[src/design/assert_macros.svh]
// ----------------------------------------------------------------------------
// Assertion macros
// Shared concurrent assertion forms for the cache lookup design.
// ----------------------------------------------------------------------------
`ifndef ASSERT_MACROS_SVH
`define ASSERT_MACROS_SVH

// Clocked assertion that is switched off while reset is high.
`define SLRU_ASSERT(label, clk, rst, prop, msg) \
   label: assert property (@(posedge clk) disable iff (rst) prop) else $error(msg);

// Clocked assertion that is also checked during reset.
`define SLRU_ASSERT_ALWAYS(label, clk, prop, msg) \
   label: assert property (@(posedge clk) prop) else $error(msg);

`endif

[src/design/slru_ram.sv]
// ----------------------------------------------------------------------------
// slru_ram
// Generic single-write, single-read RAM with a registered read port.
// ----------------------------------------------------------------------------
module slru_ram #(
   parameter int WIDTH = 8,
   parameter int DEPTH = 256,
   localparam int AddrW = (DEPTH > 1) ? $clog2(DEPTH) : 1
) (
   input  logic             clock,
   input  logic             wr_en,
   input  logic [AddrW-1:0] wr_addr,
   input  logic [WIDTH-1:0] wr_data,
   input  logic             rd_en,
   input  logic [AddrW-1:0] rd_addr,
   output logic [WIDTH-1:0] rd_data
);

   logic [WIDTH-1:0] mem_ff [DEPTH];
   logic [WIDTH-1:0] rd_data_ff;

   // Write port.
   always_ff @(posedge clock) begin
      if (wr_en) begin
         mem_ff[wr_addr] <= wr_data;
      end
   end

   // Read port; the data holds until the next read.
   always_ff @(posedge clock) begin
      if (rd_en) begin
         rd_data_ff <= mem_ff[rd_addr];
      end
   end

   assign rd_data = rd_data_ff;

endmodule

[config.mk]
export PLATFORM = sky130hd
export DESIGN_NAME = slru_ram
export DESIGN_NICKNAME = d
export VERILOG_FILES = /design/src/design/assert_macros.svh /design/src/design/slru_ram.sv
export SDC_FILE = /design/constraint.sdc
export NUM_CORES = 2
export LEC_CHECK = 0
export ABC_CLOCK_PERIOD_IN_PS = 4500
export BUFFER_PORTS_ARGS = -buffer_cell sky130_fd_sc_hd__buf_2
export CAP_MARGIN = 20
export CORE_MARGIN = 2
export CORE_UTILIZATION = 43
export DETAILED_ROUTE_END_ITERATION = 10
export PLACE_DENSITY_LB_ADDON = 0.15
export SETUP_SLACK_MARGIN = 0.3
export SLEW_MARGIN = 20
export SYNTH_ARGS = -nofsm -noshare
export SYNTH_HDL_FRONTEND = slang
export SYNTH_SLANG_ARGS = --single-unit
[constraint.sdc]
create_clock -name clock -period 4.5 [get_ports clock]
set_clock_uncertainty 0.1 [all_clocks]
set_input_delay 0.9 -clock clock [delete_from_list [all_inputs] [get_ports clock]]
set_output_delay 0.9 -clock clock [all_outputs]
set_load 0.01 [all_outputs]
Yosys cells after proc, flatten, opt, wreduce, memory -nomap -nowiden

Memory sizes are Yosys's and may differ from the RTL's. A register that Yosys moved wholly into a read port is not among the register bits.
Cells that the tools add are included.

Register bits after elaboration: 0
Bits in writable memories: 2,048
Input port bits: 27
Output and inout port bits: 8
Memories: 1

Memory list:

| name   | depth | bits a word | read ports | clocked after memory_dff | wr ports | RTL line       | source |
|---|---|---|---|---|---|---|---|
| mem_ff | 256   | 8           | 1          | 1                        | 1        | slru_ram.sv:19 | `logic [WIDTH-1:0] mem_ff [DEPTH];` |

Mux-type cells: 2

Operators with widths:

| operator         | number |
|---|---|
| 1-bit 2-to-1 mux | 2 |

Longest topological paths before layout

Word-level depth: 2
Mapped depth: 11
Gate-level depth less buffers: 6

Least setup slack after synthesis

Ideal clock, no wire load.

Path type: input to register
From: input port rd_addr[0]
To: register rd_data_ff[2], in the netlist rd_data[2], read port of mem_ff (data pin)
Library setup time: 0.269 ns
Arrival: 2.707 ns
Required time: 4.131 ns
Setup slack: 1.424 ns
Cell stages on the path: 9
Buffers on the path: 4
Cell sequence: buf_6 -> buf_12 -> buf_8 -> buf_2 -> mux4_2 -> a22oi_1 -> a21oi_1 -> nor4_1 -> nor4_2

RTL lines:

| element         | RTL line       | source |
|---|---|---|
| start, declared | slru_ram.sv:15 | `input logic [AddrW-1:0] rd_addr,` |
| end, declared   | slru_ram.sv:20 | `logic [WIDTH-1:0] rd_data_ff;` |

==> flow_metrics.py <==
metrics = {
    "timing": {
        "setup_tns_ns": 0,
        "setup_slack_ns": 0.822,
        "min_period_ns": 3.68,
        "finalHoldViolCount": 0,
        "setup_viol": 0,
        "holdWs_ns": 0.371,
        "finalCritPeriodShare_pct": 81.7,
        "drv_slew": 0,
        "relSlewSlack_pct": 23.5,
        "fmax_ghz": 0.272,
        "rsz0062_at_grt": "no",
        "worst_slew_pin_slew_ns": 1.14,
    },
    "power_and_ir_drop": {
        "power.share.sequential_pct": 53.7,
        "p_leak_nw": 28.6,
        "p_total_mw": 39.4,
        "switchingPower_mw": 8.54,
        "clkPwrFrac_pct": 41.2,
        "switching_share_pct": 21.7,
        "ir_drop_mv": 0.350,
        "power_density_nw_per_um2": 432,
        "comb_power_share_pct": 5.2,
        "internal_power_mw": 30.9,
    },
    "floorplanning": {
        "num_io_pins": 35,
        "start_util_pct": 43.4,
        "fp.dieH_um": 434,
        "fp-row-count": 157,
        "die-area_um2": 189000,
        "core-area_um2": 183000,
        "die_w_um": 434,
    },
    "critical_path": {
        "timing.rr.end": "rd_data[2]$_DFFE_PP_",
        "worstSetupEndpointType": "flop",
        "r2r_setup_slack_ns": 1.44,
        "arrival_ns": 4.15,
        "critical_path_class": "primary input to flop",
        "startpoint_type": "primary input",
        "r2r_start": "mem_ff[87][2]$_DFFE_PP_",
        "rr_worst_depth": 6,
        "cp_max_fo": 27,
        "crit_required_ns": 4.98,
    },
    "run_status": {
        "status": "completed",
    },
    "cells_and_area": {
        "regArea_um2": 61700,
        "final_cells": 6762,
        "multi_input_area_um2": 16500,
        "layout-drive-gt1-share_pct": 27.0,
        "area_growth_pct": 14.6,
        "fin_nets": 4156,
        "fillers": 14871,
    },
    "drt": {
        "vias": 39468,
        "drtPass1Iterations": 5,
        "routedWlPerCell_um": 30.8,
        "viasPerCell": 5.84,
        "route.detailed.drc": 0,
        "routed_wl_um": 208000,
        "drtIter0Drc": 4471,
        "drtAntennaViolNets": 0,
    },
    "min_path": {
        "min_to": "rd_data[4]$_DFFE_PP_",
        "hp-class": "primary input to flop",
        "hold_depth": 1,
        "min_from": "rd_en",
    },
    "yosys": {
        "synth.top_cell.area_share_pct": 77.5,
        "synth_cell_types": 54,
        "syn_inst": 3733,
        "syn_area_um2": 79600,
        "syn_nets": 3760,
        "async_reset_ff_share_pct": 0,
        "ys_seq_area_share_pct": 77.5,
        "yosys-top-cells-count": "edfxtp_1 (2056), mux4_2 (454), nor2_1 (282), mux2i_1 (134), a22oi_1 (133)",
        "synth_top_cell_by_area": "edfxtp_1",
        "synth-main-ff-cell": "edfxtp_1",
        "yosysWarnings": 0,
        "synthTopCellsByArea": "edfxtp_1 (78%), mux4_2 (13%), mux2i_1 (1.7%)",
        "synth_seq_cells": 2056,
        "post-synth-top-count-cell": "edfxtp_1",
        "synth.avg_cell_area_um2": 21.3,
        "synth_edf_count": 2056,
    },
    "global_route": {
        "met3_usage_pct": 3.56,
        "met2_usage_pct": 35.0,
        "grtUsageMet1_pct": 32.1,
        "grt_max_degree": 134,
        "grt_pass1_wl_um": 298000,
        "grt_antenna_before_repair": 8,
        "grt_pass1_vias": 39936,
        "grt.busiest_layer": "met2",
        "grt_overflow": 0,
        "track_usage_pct": 22.2,
    },
    "clock_network": {
        "cts.repair.resized": 0,
        "cts_buffers": 209,
        "cts_tree": "done",
        "post-cts-setup-buffers": 0,
        "clock-sinks": 2056,
        "htreeDepth": 4,
        "clk_pin_slew_ns": 0.06,
        "ctsHoldBuffers": 0,
        "clockRootBuffer": "clkbuf_16",
        "insertion_delay_ns": 0.85,
        "clock_path_buffers": 3,
    },
    "placement": {
        "hpwl_um": 131000,
        "dp_cells": 6382,
        "gp_congestion": 0.855,
        "dp_slack_ns": 0.00173,
        "port-buffer-count": 34,
    },
    "job": {
        "max_cap_violations": 0,
    },
}
-- flip-flops by register name (all words and copies together), names as in the netlist --
| name | flops |
|---|---|
| mem_ff | 2048 |
| rd_data | 8 |
-- per-stage QoR --
step / utilization (%) / instance area [um2]
6_report: 49.7 / 91300
3_5_place_dp: 46.3 / 84900
3_3_place_gp: 46.3 / 84900
2_1_floorplan: - / 79600
4_1_cts: 49.7 / 91300
5_1_grt: 49.7 / 91300
-- kinds of logic (layout without fill, tap and decap cells) --
logic type / after synthesis / count (layout) / synth area share, %
buffers and inverters: 235 / 795 / 1.83
AO/OA/AOI/OAI: 385 / 385 / 3.42
multiplexers: 591 / 591 / 14.6
other: 0 / 5 / 0
AND/OR/NAND/NOR: 466 / 466 / 2.63
flip-flops: 2056 / 2056 / 77.5
-- critical path, stage by stage --
cell,delay (ns)
buf_8,0.34
buf_12,0.30
buf_4,0.41
mux2i_1,0.25
o221ai_1,0.22
a21oi_1,0.21
nor3_1,0.12
nor4_1,1.02
buf_4,0.24
nor4_1,0.05
-- how the worst max path moves through the flow --
stage                     startpoint              endpoint  slack, ns  cells past startpoint
after floorplan           rd_addr[0]  rd_data[2]$_DFFE_PP_       1.42                      9
after CTS                 rd_addr[0]  rd_data[2]$_DFFE_PP_       0.88                      8
final                     rd_addr[0]  rd_data[1]$_DFFE_PP_       0.82                     10
after global placement    rd_addr[0]  rd_data[2]$_DFFE_PP_      -0.01                      8
after detailed placement  rd_addr[0]  rd_data[2]$_DFFE_PP_      0.002                      8
after global routing      rd_addr[0]  rd_data[1]$_DFFE_PP_       0.78                     10
-- routing by layer --
metal	part of all wire [%]	wire length, um	up-vias
li1	-	-	16516
met1	43	90200	21288
met2	48	98900	1363
met3	6.1	12700	301
met4	3.0	6250	0
met5	0	0	-
-- area by class of cell --
| class | instances | area share (%) |
|---|---|---|
| flip-flops and latches | 2056 | 67.6 |
| multi-input cells | 1442 | 18.1 |
| clock buffers | 266 | 5.99 |
| repair buffers | 418 | 3.94 |
| well taps | 2464 | 3.38 |
| clock inverters | 109 | 0.932 |
| diodes | 5 | 0.0137 |
| inverters | 2 | 0.00823 |
-- power groups by stage --
stage | logic (mW) | registers [mW] | clock network, mW
2_1_floorplan | 1.03 | 21.5 | 0
3_3_place_gp | 2.04 | 21.5 | 0
3_5_place_dp | 2.06 | 21.5 | 0
4_1_cts | 2.06 | 21.1 | 16.5
5_1_grt | 2.15 | 21.1 | 17.3
6_report | 2.04 | 21.1 | 16.2
-- cells in the final DEF, fill, tap and decap left out, types with 10 or more instances in the layout --
cell,count
nand4_1,10
buf_4,351
nand3_1,30
nor2_1,279
nor3_1,22
mux4_2,454
edfxtp_1,2056
nand2_1,33
clkbuf_16,210
a21oi_1,96
a22oi_1,133
clkinv_2,32
buf_2,22
buf_12,35
a221oi_1,13
o22ai_1,28
mux2i_1,134
clkinv_1,56
clkbuf_1,56
o21ai_0,10
o211ai_1,10
a211oi_1,16
o221ai_1,46
nor4_1,23
buf_8,10
nor2b_1,28
No activity file was read; power rests on OpenSTA's default activity.
